--- config.mk ---
export PLATFORM = sky130hd
export DESIGN_NAME = accumulator_instruction_executor_core
export DESIGN_NICKNAME = d
export VERILOG_FILES = /design/src/rtl/aie_pkg.sv /design/src/rtl/accumulator_instruction_executor_core.sv
export SDC_FILE = /design/constraint.sdc
export NUM_CORES = 1
export LEC_CHECK = 0
export BUFFER_PORTS_ARGS = -buffer_cell sky130_fd_sc_hd__buf_2
export CORE_MARGIN = 2
export CORE_UTILIZATION = 60
export DETAILED_ROUTE_END_ITERATION = 8
export PLACE_DENSITY = 0.85
export RECOVER_POWER = 50
export SYNTH_ARGS = -nofsm -noshare
export SYNTH_HDL_FRONTEND = slang
export SYNTH_SLANG_ARGS = --single-unit
--- constraint.sdc ---
create_clock -name clk -period 5.9 [get_ports clk]
set_input_delay 1.18 -clock clk [delete_from_list [all_inputs] [get_ports clk]]
set_output_delay 1.18 -clock clk [all_outputs]
set_load 0.02 [all_outputs]
--- src/rtl/aie_pkg.sv ---
// ----------------------------------------------------------------------------
// aie_pkg
// Types and constants shared by the accumulator instruction executor.
// ----------------------------------------------------------------------------
package aie_pkg;

    localparam int DATA_W  = 32;
    localparam int ROW_W   = 11;
    localparam int OPC_W   = 4;
    localparam int ARG_W   = 16;
    localparam int STAT_W  = 2;
    localparam int LEVEL_W = 2;
    localparam int CFG_W   = 11;   // widest register: program_rows
    localparam int CFGI_W  = 1;

    // highest row count honored; larger program_rows values are clamped
    localparam logic [ROW_W-1:0] MAX_ROWS = 11'd1024;

    // slots reachable at the highest level (0..3)
    localparam int LEVEL_SLOTS = 4;

    // operation codes; all other codes are malformed
    localparam logic [OPC_W-1:0] OP_INBOX    = 4'd0;
    localparam logic [OPC_W-1:0] OP_OUTBOX   = 4'd1;
    localparam logic [OPC_W-1:0] OP_ADD      = 4'd2;
    localparam logic [OPC_W-1:0] OP_SUB      = 4'd3;
    localparam logic [OPC_W-1:0] OP_COPYTO   = 4'd4;
    localparam logic [OPC_W-1:0] OP_COPYFROM = 4'd5;
    localparam logic [OPC_W-1:0] OP_JUMP     = 4'd6;
    localparam logic [OPC_W-1:0] OP_JUMPZ    = 4'd7;

    // run status codes
    localparam logic [STAT_W-1:0] ST_RUNNING  = 2'd0;
    localparam logic [STAT_W-1:0] ST_FINISHED = 2'd1;
    localparam logic [STAT_W-1:0] ST_ERROR    = 2'd2;

    // level codes
    localparam logic [LEVEL_W-1:0] LVL_NONE  = 2'd0;
    localparam logic [LEVEL_W-1:0] LVL_BASIC = 2'd1;

    // configuration register indexes
    localparam logic [CFGI_W-1:0] CFG_GAME_LEVEL   = 1'd0;
    localparam logic [CFGI_W-1:0] CFG_PROGRAM_ROWS = 1'd1;

    typedef struct packed {
        logic [OPC_W-1:0]         operation;
        logic [ARG_W-1:0]         operand;
        logic                     inbox_has_item;
        logic signed [DATA_W-1:0] inbox_value;
    } aie_in_t;

    typedef struct packed {
        logic [ROW_W-1:0]         next_row;
        logic [STAT_W-1:0]        run_status;
        logic [ROW_W-1:0]         error_row;
        logic                     outbox_valid;
        logic signed [DATA_W-1:0] outbox_value;
        logic                     inbox_taken;
    } aie_out_t;

endpackage

--- src/rtl/accumulator_instruction_executor_core.sv ---
// ----------------------------------------------------------------------------
// accumulator_instruction_executor_core
// Executes one decoded instruction per beat for a small accumulator machine.
// ----------------------------------------------------------------------------
// One instruction per clock, one beat per cycle sustained while the output is
// not stalled. A beat is captured in an input register, executed by one pass of
// logic against the hand, slot, row and halt registers, and the result lands in
// an output register. The machine state is updated in the same cycle the result
// register loads, so the following beat always sees it. A stalled output holds
// the beat in the input register, which then takes no new beat. Once the machine
// halts (finished or error) every later beat reports the stored status again
// until reset. Configuration is to be written through cfg_we/cfg_index/cfg_data
// only while no beat is in flight; the block itself does not enforce this.
module accumulator_instruction_executor_core
    import aie_pkg::*;
#(
    parameter int SLOT_COUNT = 4
)
(
    input  logic                 clk,
    input  logic                 rst_n,

    input  logic                 in_valid,
    output logic                 in_ready,
    input  aie_in_t              in_data,

    output logic                 out_valid,
    input  logic                 out_ready,
    output aie_out_t             out_data,

    input  logic                 cfg_we,
    input  logic [CFGI_W-1:0]    cfg_index,
    input  logic [CFG_W-1:0]     cfg_data
);

    localparam int USED_SLOTS = (SLOT_COUNT < LEVEL_SLOTS) ? SLOT_COUNT : LEVEL_SLOTS;
    localparam int SLOT_W     = (USED_SLOTS > 1) ? $clog2(USED_SLOTS) : 1;
    localparam int SLOT_DEPTH = 1 << SLOT_W;

    // pipeline registers
    logic                     in_valid_reg;
    aie_in_t                  in_data_reg;
    logic                     out_valid_reg;
    aie_out_t                 out_data_reg;

    // machine state
    logic [DATA_W-1:0]        hand_value_reg, hand_value_next;
    logic                     hand_full_reg, hand_full_next;
    logic [DATA_W-1:0]        slot_value_reg [SLOT_DEPTH];
    logic [SLOT_DEPTH-1:0]    slot_valid_reg;
    logic [ROW_W-1:0]         current_row_reg, current_row_next;
    logic                     halted_reg, halted_next;
    logic                     halt_err_reg, halt_err_next;

    // configuration
    logic [LEVEL_W-1:0]       game_level_reg;
    logic [CFG_W-1:0]         program_rows_reg;

    logic                     advance;
    logic [ROW_W-1:0]         rows;
    logic [ARG_W-1:0]         arg;
    logic [SLOT_W-1:0]        sidx;
    logic                     slot_ok;
    logic                     slot_rd_ok;
    logic [DATA_W-1:0]        slot_rd;
    logic                     jump_ok;
    logic                     err;
    logic                     fin;
    logic [ROW_W-1:0]         row_target;
    logic                     slot_we;
    aie_out_t                 result;

    assign advance   = in_valid_reg && (!out_valid_reg || out_ready);
    assign in_ready  = !in_valid_reg || advance;
    assign out_valid = out_valid_reg;
    assign out_data  = out_data_reg;

    assign rows = (program_rows_reg > MAX_ROWS) ? MAX_ROWS : program_rows_reg;
    assign arg  = in_data_reg.operand;
    assign sidx = arg[SLOT_W-1:0];

    // level 0 reaches no slot, level 1 only slot 0, higher levels slots 0..3; all below SLOT_COUNT
    always_comb
    begin
        case (game_level_reg)
            LVL_NONE:  slot_ok = 1'b0;
            LVL_BASIC: slot_ok = (arg == '0);
            default:   slot_ok = (arg < ARG_W'(LEVEL_SLOTS));
        endcase
        slot_ok = slot_ok && (arg < ARG_W'(SLOT_COUNT));
    end

    assign slot_rd    = slot_value_reg[sidx];
    assign slot_rd_ok = slot_ok && slot_valid_reg[sidx];
    assign jump_ok    = (arg != '0) && (arg <= ARG_W'(rows));

    always_comb
    begin
        hand_value_next  = hand_value_reg;
        hand_full_next   = hand_full_reg;
        current_row_next = current_row_reg;
        halted_next      = halted_reg;
        halt_err_next    = halt_err_reg;
        err              = 1'b0;
        fin              = 1'b0;
        slot_we          = 1'b0;
        row_target       = current_row_reg + ROW_W'(1);
        result           = '0;

        if (!halted_reg)
        begin
            if (current_row_reg > rows)
            begin
                fin = 1'b1;
            end
            else if (game_level_reg == LVL_BASIC && in_data_reg.operation >= OP_ADD)
            begin
                err = 1'b1;
            end
            else
            begin
                case (in_data_reg.operation)
                    OP_INBOX:
                    begin
                        if (!in_data_reg.inbox_has_item)
                        begin
                            fin = 1'b1;
                        end
                        else
                        begin
                            hand_value_next    = in_data_reg.inbox_value;
                            hand_full_next     = 1'b1;
                            result.inbox_taken = 1'b1;
                        end
                    end
                    OP_OUTBOX:
                    begin
                        if (!hand_full_reg)
                        begin
                            err = 1'b1;
                        end
                        else
                        begin
                            result.outbox_valid = 1'b1;
                            result.outbox_value = hand_value_reg;
                            hand_full_next      = 1'b0;
                            hand_value_next     = '0;
                        end
                    end
                    OP_ADD, OP_SUB:
                    begin
                        if (!hand_full_reg || !slot_rd_ok)
                            err = 1'b1;
                        else if (in_data_reg.operation == OP_ADD)
                            hand_value_next = hand_value_reg + slot_rd;
                        else
                            hand_value_next = hand_value_reg - slot_rd;
                    end
                    OP_COPYTO:
                    begin
                        if (!hand_full_reg || !slot_ok)
                            err = 1'b1;
                        else
                            slot_we = 1'b1;
                    end
                    OP_COPYFROM:
                    begin
                        if (!slot_rd_ok)
                        begin
                            err = 1'b1;
                        end
                        else
                        begin
                            hand_value_next = slot_rd;
                            hand_full_next  = 1'b1;
                        end
                    end
                    OP_JUMP:
                    begin
                        if (!jump_ok)
                            err = 1'b1;
                        else
                            row_target = arg[ROW_W-1:0];
                    end
                    OP_JUMPZ:
                    begin
                        if (!hand_full_reg || !jump_ok)
                            err = 1'b1;
                        else if (hand_value_reg == '0)
                            row_target = arg[ROW_W-1:0];
                    end
                    default:
                    begin
                        err = 1'b1;
                    end
                endcase

                if (!err && !fin)
                begin
                    current_row_next = row_target;
                    if (row_target > rows)
                        fin = 1'b1;
                end
            end

            if (err || fin)
            begin
                halted_next   = 1'b1;
                halt_err_next = err;
            end
        end

        // an error leaves hand, slots and row untouched
        if (err)
        begin
            hand_value_next  = hand_value_reg;
            hand_full_next   = hand_full_reg;
        end

        result.next_row = current_row_next;
        if (halted_next)
        begin
            result.run_status = halt_err_next ? ST_ERROR : ST_FINISHED;
            result.error_row  = halt_err_next ? current_row_next : '0;
        end
        else
        begin
            result.run_status = ST_RUNNING;
            result.error_row  = '0;
        end
    end

    always_ff @(posedge clk or negedge rst_n)
    begin
        if (!rst_n)
        begin
            in_valid_reg     <= 1'b0;
            out_valid_reg    <= 1'b0;
            hand_value_reg   <= '0;
            hand_full_reg    <= 1'b0;
            slot_valid_reg   <= '0;
            current_row_reg  <= ROW_W'(1);
            halted_reg       <= 1'b0;
            halt_err_reg     <= 1'b0;
            game_level_reg   <= LVL_BASIC;
            program_rows_reg <= CFG_W'(1);
        end
        else
        begin
            if (in_ready)
                in_valid_reg <= in_valid;

            if (advance)
                out_valid_reg <= 1'b1;
            else if (out_ready)
                out_valid_reg <= 1'b0;

            if (advance)
            begin
                hand_value_reg  <= hand_value_next;
                hand_full_reg   <= hand_full_next;
                current_row_reg <= current_row_next;
                halted_reg      <= halted_next;
                halt_err_reg    <= halt_err_next;
                if (slot_we)
                    slot_valid_reg[sidx] <= 1'b1;
            end

            if (cfg_we)
            begin
                case (cfg_index)
                    CFG_GAME_LEVEL:   game_level_reg   <= cfg_data[LEVEL_W-1:0];
                    CFG_PROGRAM_ROWS: program_rows_reg <= cfg_data;
                    default:          ;
                endcase
            end
        end
    end

    // payload registers, no reset needed
    always_ff @(posedge clk)
    begin
        if (in_ready && in_valid)
            in_data_reg <= in_data;
        if (advance)
            out_data_reg <= result;
        if (advance && slot_we)
            slot_value_reg[sidx] <= hand_value_reg;
    end

    // once halted, the machine never resumes and the row is frozen
    assert property (@(posedge clk) disable iff (!rst_n)
        halted_reg |=> halted_reg && $stable(current_row_reg))
        else $error("halted machine changed state");

    // error row is reported exactly when status is error
    assert property (@(posedge clk) disable iff (!rst_n)
        out_valid_reg |-> ((out_data_reg.run_status == ST_ERROR) ==
                           (out_data_reg.error_row != '0)))
        else $error("error_row disagrees with run_status");

    // one instruction never both reads the inbox and writes the outbox
    assert property (@(posedge clk) disable iff (!rst_n)
        out_valid_reg |-> !(out_data_reg.outbox_valid && out_data_reg.inbox_taken))
        else $error("inbox and outbox in the same beat");

    // an executed beat whose result says running leaves the machine running
    assert property (@(posedge clk) disable iff (!rst_n)
        advance && result.run_status == ST_RUNNING |=> !halted_reg)
        else $error("running result but machine halted");

endmodule
==> results of run 1 <==
[critical path: stages (launching register included)]
cell      delay [ns]
dfxtp_2         0.52
buf_4           0.35
mux4_1          0.70
or4_1           0.60
or2_1           0.27
or3_4           0.42
or3_1           0.38
nand2_1         0.10
xnor2_1         0.13
ha_1            0.33
a21o_1          0.21
a21oi_1         0.15
o21bai_1        0.11
o31ai_1         0.52
mux2i_1         0.14
a222oi_1        0.27
o21ai_0         0.11
[worst paths after layout]
kind | start | to | slack, ns
max | flop | hand_value_reg[30] | 0.43
min | slot_valid_reg[1] | slot_valid_reg[1] | 0.48
max reg2reg | flop | hand_value_reg[30] | 0.43
min reg2reg | slot_valid_reg[1] | slot_valid_reg[1] | 0.48
max in group asynchronous | rst_n | hand_value_reg[16] | 1.49
min in group asynchronous | rst_n | program_rows_reg[8] | 2.13
[cell type report]
class | instances | area, um^2
Clock buffer | 39 | 836
Clock inverter | 19 | 218
Fill cell | 1711 | 7780
Inverter | 29 | 109
Multi-Input combinational cell | 812 | 6200
Sequential cell | 306 | 8850
Tap cell | 330 | 413
Timing Repair Buffer | 151 | 776
[stage by stage]
| step | instances | hold WS [ns] | setup WS (ns) | instance area [um^2] |
|---|---|---|---|---|
| detailed placement | 1628 | 0.455 | 0.512 | 16400 |
| finish | 1686 | 0.477 | 0.428 | 17400 |
| global route | 1686 | 0.495 | 0.0967 | 17400 |
| floorplan | 1202 | 0.434 | 0.829 | 15400 |
| CTS | 1686 | 0.476 | 0.498 | 17400 |
| global placement | 1628 | 0.446 | 0.569 | 16400 |
[logic make-up (layout without fill, tap and decap cells)]
logic type	after synthesis	count (layout)
and+or+nand+nor	335	335
DFF	306	306
AOI/OAI and AO/OA	275	275
buffers and inverters	84	238
muxes	73	73
adders and majority gates	67	67
xor gates and xnor gates	62	62
[power breakdown]
part / total (mW) / internal, mW / switching [mW]
Clock: 2.02 / 1.18 / 0.835
Sequential: 2.43 / 2.39 / 0.0436
Combinational: 0.452 / 0.180 / 0.272
Total: 4.90 / 3.75 / 1.15
[per-layer routing]
metal / global-route usage (%) / share of wire, % / vias to the layer above
met3: 5.05 / 9.2 / 107
met2: 46.3 / 48 / 590
met4: 8.77 / 3.2 / 0
met1: 38.5 / 40 / 5286
met5: 0 / 0 / -
li1: - / - / 4908
[cells in the final DEF (no fill, tap or decap), types with 5 or more instances in the layout]
master / netlist / routed
a21o_1: 14 / 14
ha_1: 66 / 66
o211ai_1: 10 / 10
nor2b_1: 11 / 11
a211oi_1: 8 / 8
nand2b_1: 7 / 7
inv_1: 28 / 28
a31oi_1: 5 / 5
xor2_1: 30 / 30
a22oi_1: 5 / 5
a21oi_1: 64 / 64
nor3_1: 19 / 18
mux4_2: 22 / 22
nand2_1: 84 / 84
a222oi_1: 21 / 21
or4_1: 11 / 11
mux4_1: 11 / 11
or2_2: 10 / 10
edfxtp_1: 239 / 239
nor4_1: 11 / 11
o31ai_1: 7 / 7
dfrtp_1: 62 / 62
and2_1: 52 / 52
and3_1: 15 / 15
o2bb2ai_1: 7 / 7
or3_1: 8 / 7
clkbuf_1: 50 / 31
buf_2: 0 / 104
nor2_1: 55 / 55
mux2i_1: 20 / 20
o21a_1: 8 / 8
nand3_1: 22 / 22
xnor2_1: 32 / 32
o21ai_0: 87 / 87
clkbuf_16: 0 / 31
buf_4: 1 / 21
mux2_2: 20 / 20
nand4_1: 13 / 13
==> flow_summary.html, run 1 <==
<table>
<tr><th>Metric</th><th>Value</th></tr>
<tr><th colspan="2">Floorplanning</th></tr>
<tr><td>Die footprint</td><td>around 0.027 mm^2</td></tr>
<tr><td>Placement row count</td><td>58</td></tr>
<tr><td>Initial core utilization</td><td>61.0%</td></tr>
<tr><td>Die width</td><td>roughly 160 um</td></tr>
<tr><td>I/O pin count</td><td>130</td></tr>
<tr><td>Die height</td><td>164 um</td></tr>
<tr><td>Core ar.</td><td>0.0252 mm^2</td></tr>
<tr><th colspan="2">Finish</th></tr>
<tr><td>Largest register FFs</td><td>around 130</td></tr>
<tr><td>Post-layout utilization of the core</td><td>69.1%</td></tr>
<tr><td>Layout Area Growth over Synthesis</td><td>13.3%</td></tr>
<tr><td>Net count, final</td><td>1468</td></tr>
<tr><td>Ant diodes</td><td>0</td></tr>
<tr><td>Layout cell share with drive strength beyond 1</td><td>17.9%</td></tr>
<tr><th colspan="2">Status</th></tr>
<tr><td>Run status</td><td>finished with violations</td></tr>
<tr><td>Violated checks</td><td>max-capacitance violations, max-slew violations</td></tr>
<tr><th colspan="2">Synthesis</th></tr>
<tr><td>Adder and majority gate portion of the synthesized area</td><td>5.51%</td></tr>
<tr><td>Mean post-synth cell area</td><td>approximately 13 um^2</td></tr>
<tr><td>Share of async-settable or async-resettable flops after synthesis</td><td>21.2%</td></tr>
<tr><td>Top post-synthesis cells by area</td><td>edfxtp_1 47%, dfrtp_1 10%, ha_1 5.4%</td></tr>
<tr><td>Post-synth net total</td><td>1339</td></tr>
<tr><td>Number of synthesized flops with an enable pin</td><td>239</td></tr>
<tr><td>Most common flop cell mapped by yosys</td><td>edfxtp_1</td></tr>
<tr><td>Post-synthesis instance total</td><td>1202</td></tr>
<tr><td>Flop and latch count out of synthesis</td><td>306</td></tr>
<tr><td>Synth area leader</td><td>edfxtp_1</td></tr>
<tr><td>Share of the synthesized netlist area taken by xor and xnor gates</td><td>3.54%</td></tr>
<tr><td>Most frequent cells after synthesis</td><td>239 x edfxtp_1, 87 x o21ai_0, 84 x nand2_1</td></tr>
<tr><td>Largest family of logic cells by synthesized area</td><td>compound AO/OA/AOI/OAI gates</td></tr>
<tr><td>Simple-gate share of the synthesized area</td><td>a little under an eighth</td></tr>
<tr><td>Portion of synthesized cell area occupied by the leading cell type</td><td>46.7%</td></tr>
<tr><td>Compound-gate portion of the synthesized area</td><td>11.8%</td></tr>
<tr><td>Total standard cell area after synthesis</td><td>~0.015 mm^2</td></tr>
<tr><td>YS warnings</td><td>0</td></tr>
<tr><td>Share of synthesized area spent on multiplexers</td><td>between 7 and 8%</td></tr>
<tr><td>Most used standard cell by instance count after synthesis</td><td>edfxtp_1</td></tr>
<tr><td>Seq/Total Area, Yosys</td><td>~58%</td></tr>
<tr><td>Library cells used by synthesis</td><td>75</td></tr>
<tr><th colspan="2">Worst setup path</th></tr>
<tr><td>Max FO, Critical Path</td><td>12</td></tr>
<tr><td>Launching element type of the critical path</td><td>flop</td></tr>
<tr><td>CP Data Arrival Time</td><td>5.88 ns</td></tr>
<tr><td>Setup crit end kind</td><td>flop</td></tr>
<tr><td>Depth of the worst register-to-register path</td><td>16</td></tr>
<tr><td>Worst setup path class</td><td>reg2reg</td></tr>
<tr><td>Required time of the worst setup path</td><td>6.31 ns</td></tr>
<tr><th colspan="2">Global routing</th></tr>
<tr><td>Global route overflow</td><td>0</td></tr>
<tr><td>Global-route usage over all layers</td><td>between 20% and 30%</td></tr>
<tr><td>Antenna violations before repair</td><td>0</td></tr>
<tr><td>Largest net degree at the start of global routing</td><td>66</td></tr>
<tr><td>First-pass GRT wire length</td><td>58.3 mm</td></tr>
<tr><td>Vias in the first global route</td><td>10.7k</td></tr>
<tr><th colspan="2">Clock tree</th></tr>
<tr><td>Maximum level of the CTS H-tree</td><td>1</td></tr>
<tr><td>Clock slew seen by the registers of the worst setup and hold paths</td><td>about 0.060 ns</td></tr>
<tr><td>Clock Path Buffers</td><td>3</td></tr>
<tr><td>Source-to-sink clock delay at the later pin of the worst-skew pair</td><td>approximately 0.57 ns</td></tr>
<tr><td>Post-cts resize count</td><td>0</td></tr>
<tr><td>CTS tree</td><td>built</td></tr>
<tr><td>Number of buffers inserted for hold repair after clock tree synthesis</td><td>0</td></tr>
<tr><td>Number of clock sinks</td><td>306</td></tr>
<tr><td>Post CTS Setup Buffer Count</td><td>0</td></tr>
<tr><td>Total clock buffers created by CTS</td><td>31</td></tr>
<tr><td>Clk Tree Root Cell</td><td>clkbuf_16</td></tr>
<tr><th colspan="2">Placed design</th></tr>
<tr><td>Placer Congestion</td><td>between 0.9 and 1</td></tr>
<tr><td>HPWL after DPL</td><td>approximately 25 mm</td></tr>
<tr><td>Number of buffers added on ports</td><td>129</td></tr>
<tr><th colspan="2">Timing</th></tr>
<tr><td>Final worst-path cycle share</td><td>92.7%</td></tr>
<tr><td>Final count of negative-setup-slack endpoints</td><td>0</td></tr>
<tr><td>Slew at the pin with the worst max-slew slack</td><td>4.05 ns</td></tr>
<tr><td>Time the worst path needs with I/O delays and setup</td><td>between 5 and 6 ns</td></tr>
<tr><td>Unrepaired setup endpoints after global routing</td><td>no</td></tr>
<tr><td>Final hold violations</td><td>0</td></tr>
<tr><td>Worst slew slack as a fraction of its limit</td><td>-170%</td></tr>
<tr><td>Count of pins over their slew limit</td><td>66</td></tr>
<tr><td>Clock skew</td><td>roughly 0.012 ns</td></tr>
<tr><td>Total Negative Setup Slacks</td><td>0 ns</td></tr>
<tr><td>Achievable clock frequency</td><td>183 MHz</td></tr>
<tr><th colspan="2">Detailed routing</th></tr>
<tr><td>Count of nets left with antenna violations after detail routing</td><td>0</td></tr>
<tr><td>Routed wire length</td><td>37.4 mm</td></tr>
<tr><td>Count of routing violations after the opening detailed-route iteration</td><td>1367</td></tr>
<tr><td>Number of search-and-repair iterations in the first detailed-routing pass</td><td>8</td></tr>
<tr><td>DRC errors left</td><td>0</td></tr>
<tr><td>Post-DR vias/cell</td><td>roughly 6.5</td></tr>
<tr><td>Via count</td><td>10.9k</td></tr>
<tr><td>Wire per inst</td><td>22.2 um</td></tr>
<tr><th colspan="2">Min path</th></tr>
<tr><td>Depth of the worst hold-timing path</td><td>1</td></tr>
<tr><td>Hold/Removal Path Class</td><td>reg2reg</td></tr>
<tr><th colspan="2">Power and ir drop</th></tr>
<tr><td>Design Power</td><td>4.90 mW</td></tr>
<tr><td>Largest voltage drop on the vdd net</td><td>0.269 mV</td></tr>
<tr><td>Leak Pwr</td><td>around 7.2 nW</td></tr>
<tr><td>Power per cell area</td><td>282 mW/mm^2</td></tr>
<tr><th colspan="2">Run</th></tr>
<tr><td>Max cap viols</td><td>1</td></tr>
</table>
Power figures use the tool's default switching activity.
==> run 2: changes to the inputs <==
RECOVER_POWER = 25   (was 50)
==> run 2 against run 1 <==
Against the previous run:
- the run now ends clean
- combinational power barely moved
- utilization up 0.14 points
- sequential share of layout area shrank 0.10 points
- power increased by 0.11%
- critical endpoint unchanged
- highest routed layer unchanged
==> flow_summary.html, run 2 (synthesis gave the netlist of run 1 again) <==
<table>
<tr><th>Metric</th><th>Value</th></tr>
<tr><th colspan="2">Finish</th></tr>
<tr><td>Total of fill cells in the finished design</td><td>1688 (was 1711)</td></tr>
<tr><td>Area of combinational cells with multiple inputs</td><td>0.00620 mm^2 (unchanged)</td></tr>
<tr><td>Most frequent cells in the layout</td><td>239 x edfxtp_1, 129 x buf_2, 87 x o21ai_0 (was 239 x edfxtp_1, 104 x buf_2, 87 x o21ai_0)</td></tr>
<tr><td>Seq. cell area</td><td>0.00885 mm^2 (unchanged)</td></tr>
<tr><td>Largest register FFs</td><td>128 (unchanged)</td></tr>
<tr><td>Final Instance Area</td><td>0.0174 mm^2 (about the same)</td></tr>
<tr><td>Net count, final</td><td>1468 (unchanged)</td></tr>
<tr><td>Commonest non-fill, non-tap cell in the layout</td><td>edfxtp_1 (unchanged)</td></tr>
<tr><td>Ant diodes</td><td>0 (unchanged)</td></tr>
<tr><td>Layout cell share with drive strength beyond 1</td><td>20.0% (was 17.9%)</td></tr>
<tr><td>Layout Area Growth over Synthesis</td><td>13.5% (was 13.3%)</td></tr>
<tr><th colspan="2">Worst setup path</th></tr>
<tr><td>CP Data Arrival Time</td><td>5.88 ns (about the same)</td></tr>
<tr><td>Setup crit end kind</td><td>flop (unchanged)</td></tr>
<tr><td>Critical Path Stages</td><td>16 (unchanged)</td></tr>
<tr><td>Max FO, Critical Path</td><td>12 (unchanged)</td></tr>
<tr><td>Peak per-stage delay on the critical path</td><td>0.70 ns (about the same)</td></tr>
<tr><td>Launching element type of the critical path</td><td>flop (unchanged)</td></tr>
<tr><td>Standard cell with the maximum stage delay on the critical path</td><td>mux4_1 (unchanged)</td></tr>
<tr><td>Required time of the worst setup path</td><td>6.31 ns (about the same)</td></tr>
<tr><td>Depth of the worst register-to-register path</td><td>16 (unchanged)</td></tr>
<tr><td>Critical Path, Cell by Cell</td><td>buf_4 &gt; mux4_1 &gt; or4_1 &gt; or2_1 &gt; or3_4 &gt; or3_1 &gt; nand2_1 &gt; xnor2_1 &gt; ha_1 &gt; a21o_1 &gt; a21oi_1 &gt; o21bai_1 &gt; o31ai_1 &gt; mux2i_1 &gt; a222oi_1 &gt; o21ai_0 (unchanged)</td></tr>
<tr><td>CP Buf/Inv Count</td><td>1 (unchanged)</td></tr>
<tr><td>Cell type group with the largest total delay on the critical path</td><td>simple AND/OR/NAND/NOR gates (unchanged)</td></tr>
<tr><td>Worst setup path class</td><td>reg2reg (unchanged)</td></tr>
<tr><th colspan="2">Detailed routing</th></tr>
<tr><td>DRC errors left</td><td>0 (unchanged)</td></tr>
<tr><td>Count of nets left with antenna violations after detail routing</td><td>0 (unchanged)</td></tr>
<tr><td>Via count</td><td>10.9k (about the same)</td></tr>
<tr><td>Count of routing violations after the opening detailed-route iteration</td><td>1389 (was 1367)</td></tr>
<tr><td>Number of search-and-repair iterations in the first detailed-routing pass</td><td>6 (was 8)</td></tr>
<tr><td>Post-DR vias/cell</td><td>6.44 (was 6.46)</td></tr>
<tr><td>Wire per inst</td><td>22.1 um (was 22.2 um)</td></tr>
<tr><td>Routed wire length</td><td>37.3 mm (was 37.4 mm)</td></tr>
<tr><th colspan="2">Clock tree</th></tr>
<tr><td>Number of buffers inserted for hold repair after clock tree synthesis</td><td>0 (unchanged)</td></tr>
<tr><td>Clock Path Buffers</td><td>3 (unchanged)</td></tr>
<tr><td>Clk Tree Root Cell</td><td>clkbuf_16 (unchanged)</td></tr>
<tr><td>Maximum level of the CTS H-tree</td><td>1 (unchanged)</td></tr>
<tr><td>Clock slew seen by the registers of the worst setup and hold paths</td><td>0.06 ns (about the same)</td></tr>
<tr><td>Post-cts resize count</td><td>0 (unchanged)</td></tr>
<tr><td>Post CTS Setup Buffer Count</td><td>0 (unchanged)</td></tr>
<tr><td>CTS tree</td><td>built (unchanged)</td></tr>
<tr><td>Source-to-sink clock delay at the later pin of the worst-skew pair</td><td>0.57 ns (about the same)</td></tr>
<tr><td>Total clock buffers created by CTS</td><td>31 (unchanged)</td></tr>
<tr><td>Number of clock sinks</td><td>306 (unchanged)</td></tr>
<tr><th colspan="2">Timing</th></tr>
<tr><td>Final worst-path cycle share</td><td>92.6% (was 92.7%)</td></tr>
<tr><td>Clock skew</td><td>0.0142 ns (was 0.0123 ns)</td></tr>
<tr><td>Achievable clock frequency</td><td>183 MHz (about the same)</td></tr>
<tr><td>Setup slack after layout</td><td>0.436 ns (was 0.428 ns)</td></tr>
<tr><td>Final hold violations</td><td>0 (unchanged)</td></tr>
<tr><td>Count of pins over their slew limit</td><td>0 (was 66)</td></tr>
<tr><td>Time the worst path needs with I/O delays and setup</td><td>5.46 ns (was 5.47 ns)</td></tr>
<tr><td>Unrepaired setup endpoints after global routing</td><td>no (unchanged)</td></tr>
<tr><td>Worst hold slack across all endpoints</td><td>0.475 ns (was 0.477 ns)</td></tr>
<tr><td>Total Negative Setup Slacks</td><td>0 ns (unchanged)</td></tr>
<tr><td>Final count of negative-setup-slack endpoints</td><td>0 (unchanged)</td></tr>
<tr><td>Slew at the pin with the worst max-slew slack</td><td>0.961 ns (was 4.05 ns)</td></tr>
<tr><td>Worst slew slack as a fraction of its limit</td><td>36.0% (was -170%)</td></tr>
<tr><th colspan="2">Floorplanning</th></tr>
<tr><td>Core ar.</td><td>0.0252 mm^2 (unchanged)</td></tr>
<tr><td>Placement row count</td><td>58 (unchanged)</td></tr>
<tr><td>Die width</td><td>164 um (unchanged)</td></tr>
<tr><td>I/O pin count</td><td>130 (unchanged)</td></tr>
<tr><td>Die footprint</td><td>0.0269 mm^2 (unchanged)</td></tr>
<tr><td>Die height</td><td>164 um (unchanged)</td></tr>
<tr><td>Initial core utilization</td><td>61.0% (unchanged)</td></tr>
<tr><th colspan="2">Global routing</th></tr>
<tr><td>Antenna violations before repair</td><td>0 (unchanged)</td></tr>
<tr><td>Vias in the first global route</td><td>10.7k (unchanged)</td></tr>
<tr><td>Largest net degree at the start of global routing</td><td>66 (unchanged)</td></tr>
<tr><td>Global route overflow</td><td>0 (unchanged)</td></tr>
<tr><td>Global-route usage over all layers</td><td>28.1% (unchanged)</td></tr>
<tr><td>First-pass GRT wire length</td><td>58.3 mm (unchanged)</td></tr>
<tr><th colspan="2">Min path</th></tr>
<tr><td>Depth of the worst hold-timing path</td><td>1 (unchanged)</td></tr>
<tr><td>Hold/Removal Path Class</td><td>reg2reg (unchanged)</td></tr>
<tr><th colspan="2">Power and ir drop</th></tr>
<tr><td>Power per cell area</td><td>281 mW/mm^2 (was 282 mW/mm^2)</td></tr>
<tr><td>Design Power</td><td>4.90 mW (about the same)</td></tr>
<tr><td>Leak Pwr</td><td>7.31 nW (was 7.22 nW)</td></tr>
<tr><td>Largest voltage drop on the vdd net</td><td>0.269 mV (about the same)</td></tr>
<tr><th colspan="2">Placed design</th></tr>
<tr><td>Number of buffers added on ports</td><td>129 (unchanged)</td></tr>
<tr><td>HPWL after DPL</td><td>24.8 mm (unchanged)</td></tr>
<tr><td>Placer Congestion</td><td>0.964 (unchanged)</td></tr>
<tr><td>Worst-case setup slack after placement</td><td>0.512 ns (unchanged)</td></tr>
<tr><td>Placed cell area</td><td>0.0164 mm^2 (unchanged)</td></tr>
<tr><th colspan="2">Status</th></tr>
<tr><td>Run status</td><td>finished, final reports clean (was finished with violations)</td></tr>
<tr><th colspan="2">Run</th></tr>
<tr><td>Max cap viols</td><td>0 (was 1)</td></tr>
</table>
[run 2: path summary, 6_finish.rpt]
check                                  startpoint             endpoint  slack, ns
worst max-delay path                         flop   hand_value_reg[30]       0.44
worst max register to register               flop   hand_value_reg[30]       0.44
worst min-delay path            slot_valid_reg[1]    slot_valid_reg[1]       0.48
max in group asynchronous                   rst_n   hand_value_reg[16]       4.42
min in group asynchronous                   rst_n  program_rows_reg[8]       0.84
worst min register to register  slot_valid_reg[1]    slot_valid_reg[1]       0.48
[run 2: area by class of cell]
cell class	count	area share [%]
Timing Repair Buffer	151	4.65
Clock inverter	19	1.25
Clock buffer	39	4.79
Multi-Input combinational cell	812	35.6
Inverter	29	0.624
Tap cell	330	2.37
Sequential cell	306	50.8
[run 2: worst register-to-register path, cell delays in order, from the launching register on]
cell,delay (ns)
dfxtp_2,0.52
buf_4,0.35
mux4_1,0.70
or4_1,0.60
or2_1,0.27
or3_4,0.42
or3_1,0.38
nand2_1,0.10
xnor2_1,0.13
ha_1,0.33
a21o_1,0.21
a21oi_1,0.15
o21bai_1,0.11
o31ai_1,0.52
mux2i_1,0.14
a222oi_1,0.27
o21ai_0,0.11
[run 2: where the power goes]
group	leakage (nW)	switching (mW)	internal (mW)
registers	3.37	0.0434	2.38
clock network	0.509	0.839	1.18
logic	3.42	0.272	0.183
[run 2: through the flow]
| step | utilization, % | cells |
|---|---|---|
| floorplan | - | 1202 |
| global placement | 65.0 | 1628 |
| detailed placement | 65.0 | 1628 |
| CTS | 69.2 | 1686 |
| global route | 69.2 | 1686 |
| finish | 69.2 | 1686 |
[run 2: metal layers]
layer / wire length (um) / track usage (%)
met1: 14900 / 38.5
met2: 17800 / 46.3
met3: 3380 / 5.05
met4: 1190 / 8.77
met5: 0 / 0
==> run 3: changes to the inputs <==
CELL_PAD_IN_SITES_DETAIL_PLACEMENT = 0   (was unset)
CELL_PAD_IN_SITES_GLOBAL_PLACEMENT = 1   (was unset)
CORE_UTILIZATION = 49   (was 60)
==> run 3 against run 2 <==
Against the previous run:
- critical path depth is 2 lower
- combinational power hardly changed
- fmax is 1.5% lower
- worst setup slack worse by 0.082 ns
- critical endpoint is now hand_value_reg[29]
==> flow_summary.html, run 3 (synthesis gave the netlist of run 1 again) <==
<table>
<tr><th>Metric</th><th>Value</th></tr>
<tr><th colspan="2">Status</th></tr>
<tr><td>Run status</td><td>finished, final reports clean (unchanged)</td></tr>
<tr><th colspan="2">Power and ir drop</th></tr>
<tr><td>Clock group share of total power</td><td>42.9% (was 41.2%)</td></tr>
<tr><td>Reg power frac</td><td>48.1% (was 49.5%)</td></tr>
<tr><td>Design Power</td><td>5.06 mW (was 4.90 mW)</td></tr>
<tr><td>Proportion of total power due to net switching</td><td>22.9% (was 23.5%)</td></tr>
<tr><td>Power Internal</td><td>3.90 mW (was 3.75 mW)</td></tr>
<tr><td>Leak Pwr</td><td>7.36 nW (was 7.31 nW)</td></tr>
<tr><td>Combinational cell fraction of total power</td><td>9.0% (was 9.3%)</td></tr>
<tr><td>Power per cell area</td><td>287 mW/mm^2 (was 281 mW/mm^2)</td></tr>
<tr><td>Largest voltage drop on the vdd net</td><td>0.219 mV (was 0.269 mV)</td></tr>
<tr><td>Power spent charging and discharging nets</td><td>1.16 mW (was 1.15 mW)</td></tr>
<tr><th colspan="2">Finish</th></tr>
<tr><td>Ant diodes</td><td>0 (unchanged)</td></tr>
<tr><td>Largest register FFs</td><td>128 (unchanged)</td></tr>
<tr><td>Layout Area Growth over Synthesis</td><td>14.7% (was 13.5%)</td></tr>
<tr><td>Most frequent cells in the layout</td><td>239 x edfxtp_1, 127 x buf_2, 87 x o21ai_0 (was 239 x edfxtp_1, 129 x buf_2, 87 x o21ai_0)</td></tr>
<tr><td>Net count, final</td><td>1471 (was 1468)</td></tr>
<tr><td>Layout cell share with drive strength beyond 1</td><td>20.0% (about the same)</td></tr>
<tr><td>Number of non-filler instances in the completed layout</td><td>1756 (was 1686)</td></tr>
<tr><td>Final Instance Area</td><td>0.0176 mm^2 (was 0.0174 mm^2)</td></tr>
<tr><td>Commonest non-fill, non-tap cell in the layout</td><td>edfxtp_1 (unchanged)</td></tr>
<tr><th colspan="2">Min path</th></tr>
<tr><td>Hold/Removal Path Class</td><td>reg2reg (unchanged)</td></tr>
<tr><th colspan="2">Global routing</th></tr>
<tr><td>First-pass GRT wire length</td><td>60.1 mm (was 58.3 mm)</td></tr>
<tr><td>Global-route usage over all layers</td><td>23.7% (was 28.1%)</td></tr>
<tr><td>Largest net degree at the start of global routing</td><td>66 (unchanged)</td></tr>
<tr><td>Vias in the first global route</td><td>10.6k (was 10.7k)</td></tr>
<tr><td>Global route overflow</td><td>0 (unchanged)</td></tr>
<tr><td>Antenna violations before repair</td><td>1 (was 0)</td></tr>
<tr><th colspan="2">Floorplanning</th></tr>
<tr><td>Die height</td><td>181 um (was 164 um)</td></tr>
<tr><td>Die footprint</td><td>0.0328 mm^2 (was 0.0269 mm^2)</td></tr>
<tr><td>Placement row count</td><td>64 (was 58)</td></tr>
<tr><td>I/O pin count</td><td>130 (unchanged)</td></tr>
<tr><td>Initial core utilization</td><td>50.0% (was 61.0%)</td></tr>
<tr><td>Die width</td><td>181 um (was 164 um)</td></tr>
<tr><td>Core ar.</td><td>0.0307 mm^2 (was 0.0252 mm^2)</td></tr>
<tr><th colspan="2">Placed design</th></tr>
<tr><td>HPWL after DPL</td><td>26.3 mm (was 24.8 mm)</td></tr>
<tr><td>Number of buffers added on ports</td><td>129 (unchanged)</td></tr>
<tr><td>Placer Congestion</td><td>0.906 (was 0.964)</td></tr>
<tr><td>Post-placement cell count</td><td>1694 (was 1628)</td></tr>
<tr><td>Placed cell area</td><td>0.0165 mm^2 (was 0.0164 mm^2)</td></tr>
<tr><th colspan="2">Worst setup path</th></tr>
<tr><td>Required time of the worst setup path</td><td>6.29 ns (was 6.31 ns)</td></tr>
<tr><td>Critical Path, Cell by Cell</td><td>mux4_1 &gt; or4_1 &gt; or3_1 &gt; o21ai_0 &gt; xnor2_1 &gt; ha_1 &gt; and3_1 &gt; a31o_2 &gt; a211oi_1 &gt; o211ai_1 &gt; a311o_1 &gt; a221oi_1 &gt; nor4_1 &gt; or3_1 (was buf_4 &gt; mux4_1 &gt; or4_1 &gt; or2_1 &gt; or3_4 &gt; or3_1 &gt; nand2_1 &gt; xnor2_1 &gt; ha_1 &gt; a21o_1 &gt; a21oi_1 &gt; o21bai_1 &gt; o31ai_1 &gt; mux2i_1 &gt; a222oi_1 &gt; o21ai_0)</td></tr>
<tr><td>CP Data Arrival Time</td><td>5.94 ns (was 5.88 ns)</td></tr>
<tr><td>Max FO, Critical Path</td><td>12 (unchanged)</td></tr>
<tr><td>Setup crit end kind</td><td>flop (unchanged)</td></tr>
<tr><td>Standard cell with the maximum stage delay on the critical path</td><td>mux4_1 (unchanged)</td></tr>
<tr><td>Critical Path Most Common Cell</td><td>or3_1</td></tr>
<tr><td>Peak per-stage delay on the critical path</td><td>0.69 ns (was 0.70 ns)</td></tr>
<tr><td>Launching element type of the critical path</td><td>flop (unchanged)</td></tr>
<tr><td>Worst setup path class</td><td>reg2reg (unchanged)</td></tr>
<tr><th colspan="2">Clock tree</th></tr>
<tr><td>Clock Path Buffers</td><td>3 (unchanged)</td></tr>
<tr><td>Clock slew seen by the registers of the worst setup and hold paths</td><td>0.06 ns (about the same)</td></tr>
<tr><td>Post-cts resize count</td><td>0 (unchanged)</td></tr>
<tr><td>Clk Tree Root Cell</td><td>clkbuf_16 (unchanged)</td></tr>
<tr><td>CTS tree</td><td>built (unchanged)</td></tr>
<tr><td>Maximum level of the CTS H-tree</td><td>2 (was 1)</td></tr>
<tr><td>Number of buffers inserted for hold repair after clock tree synthesis</td><td>0 (unchanged)</td></tr>
<tr><td>Source-to-sink clock delay at the later pin of the worst-skew pair</td><td>0.51 ns (was 0.57 ns)</td></tr>
<tr><td>Total clock buffers created by CTS</td><td>34 (was 31)</td></tr>
<tr><td>Post CTS Setup Buffer Count</td><td>0 (unchanged)</td></tr>
<tr><td>Number of clock sinks</td><td>306 (unchanged)</td></tr>
<tr><th colspan="2">Detailed routing</th></tr>
<tr><td>Count of nets left with antenna violations after detail routing</td><td>0 (unchanged)</td></tr>
<tr><td>Routed wire length</td><td>38.7 mm (was 37.3 mm)</td></tr>
<tr><td>Number of search-and-repair iterations in the first detailed-routing pass</td><td>5 (was 6)</td></tr>
<tr><td>DRC errors left</td><td>0 (unchanged)</td></tr>
<tr><td>Count of routing violations after the opening detailed-route iteration</td><td>1072 (was 1389)</td></tr>
<tr><td>Post-DR vias/cell</td><td>6.01 (was 6.44)</td></tr>
<tr><td>Via count</td><td>10.6k (was 10.9k)</td></tr>
<tr><td>Wire per inst</td><td>22.0 um (was 22.1 um)</td></tr>
<tr><th colspan="2">Timing</th></tr>
<tr><td>Time the worst path needs with I/O delays and setup</td><td>5.55 ns (was 5.46 ns)</td></tr>
<tr><td>Total Negative Setup Slacks</td><td>0 ns (unchanged)</td></tr>
<tr><td>Clock skew</td><td>0.0185 ns (was 0.0142 ns)</td></tr>
<tr><td>Final worst-path cycle share</td><td>94.0% (was 92.6%)</td></tr>
<tr><td>Worst hold slack across all endpoints</td><td>0.481 ns (was 0.475 ns)</td></tr>
<tr><td>Count of pins over their slew limit</td><td>0 (unchanged)</td></tr>
<tr><td>Final hold violations</td><td>0 (unchanged)</td></tr>
<tr><td>Achievable clock frequency</td><td>180 MHz (was 183 MHz)</td></tr>
<tr><td>Worst slew slack as a fraction of its limit</td><td>33.0% (was 36.0%)</td></tr>
<tr><td>Final count of negative-setup-slack endpoints</td><td>0 (unchanged)</td></tr>
<tr><td>Slew at the pin with the worst max-slew slack</td><td>1.01 ns (was 0.961 ns)</td></tr>
<tr><td>Unrepaired setup endpoints after global routing</td><td>no (unchanged)</td></tr>
<tr><th colspan="2">Run</th></tr>
<tr><td>Max cap viols</td><td>0 (unchanged)</td></tr>
</table>
-- run 3: cell count changes in the layout (fill, tap and decap cells not counted), sizes merged --
cell,previous run,this run
buf,151,149
clkinvlp,3,1
clkinv,9,13
clkbuf,39,46
inv,32,29
-- run 3: path summary, 6_finish.rpt --
check	cells after the start	slack, ns	to	startpoint
max	14	0.35	hand_value_reg[29]	flop
min	1	0.48	slot_valid_reg[0]	slot_valid_reg[0]
max reg2reg	14	0.35	hand_value_reg[29]	flop
min reg2reg	1	0.48	slot_valid_reg[0]	slot_valid_reg[0]
max in group asynchronous	2	4.33	hand_value_reg[3]	rst_n
min in group asynchronous	2	0.94	program_rows_reg[5]	rst_n
-- run 3: metrics by stage --
step,setup WS [ns],utilization (%)
global route,0.0712,57.3
floorplan,0.829,-
global placement,0.421,53.5
finish,0.354,57.3
CTS,0.352,57.3
detailed placement,0.345,53.5
-- run 3: layout make-up --
type | instances | area (um^2)
clock buffers | 44 | 962
clock inverters | 18 | 196
fillers | 2512 | 13100
inverters | 29 | 109
multi-input cells | 812 | 6200
flip-flops and latches | 306 | 8850
well taps | 396 | 495
repair buffers | 151 | 808
-- run 3: worst max-delay path: cells and delay by family, from the launching register on --
family                     cells  cell delay (ns)
and+or+nand+nor                5             1.83
adders and majority gates      1             0.31
AOI/OAI and AO/OA              6             1.89
xor gates and xnor gates       1             0.15
muxes                          1             0.69
DFF                            1             0.56
-- run 3: power by group through the flow --
| stage | sequential [mW] | combinational (mW) | clock (mW) |
|---|---|---|---|
| finish | 2.43 | 0.457 | 2.17 |
| global route | 2.44 | 0.504 | 2.29 |
| CTS | 2.43 | 0.459 | 2.21 |
| detailed placement | 2.47 | 0.455 | 0 |
| global placement | 2.47 | 0.451 | 0 |
| floorplan | 2.48 | 0.284 | 0 |
-- run 3: per-layer routing --
layer | part of all wire [%] | global-route usage (%)
met5 | 0.034 | 0
met4 | 3.5 | 8.29
met2 | 47 | 39.5
met3 | 6.9 | 3.83
met1 | 42 | 31.8
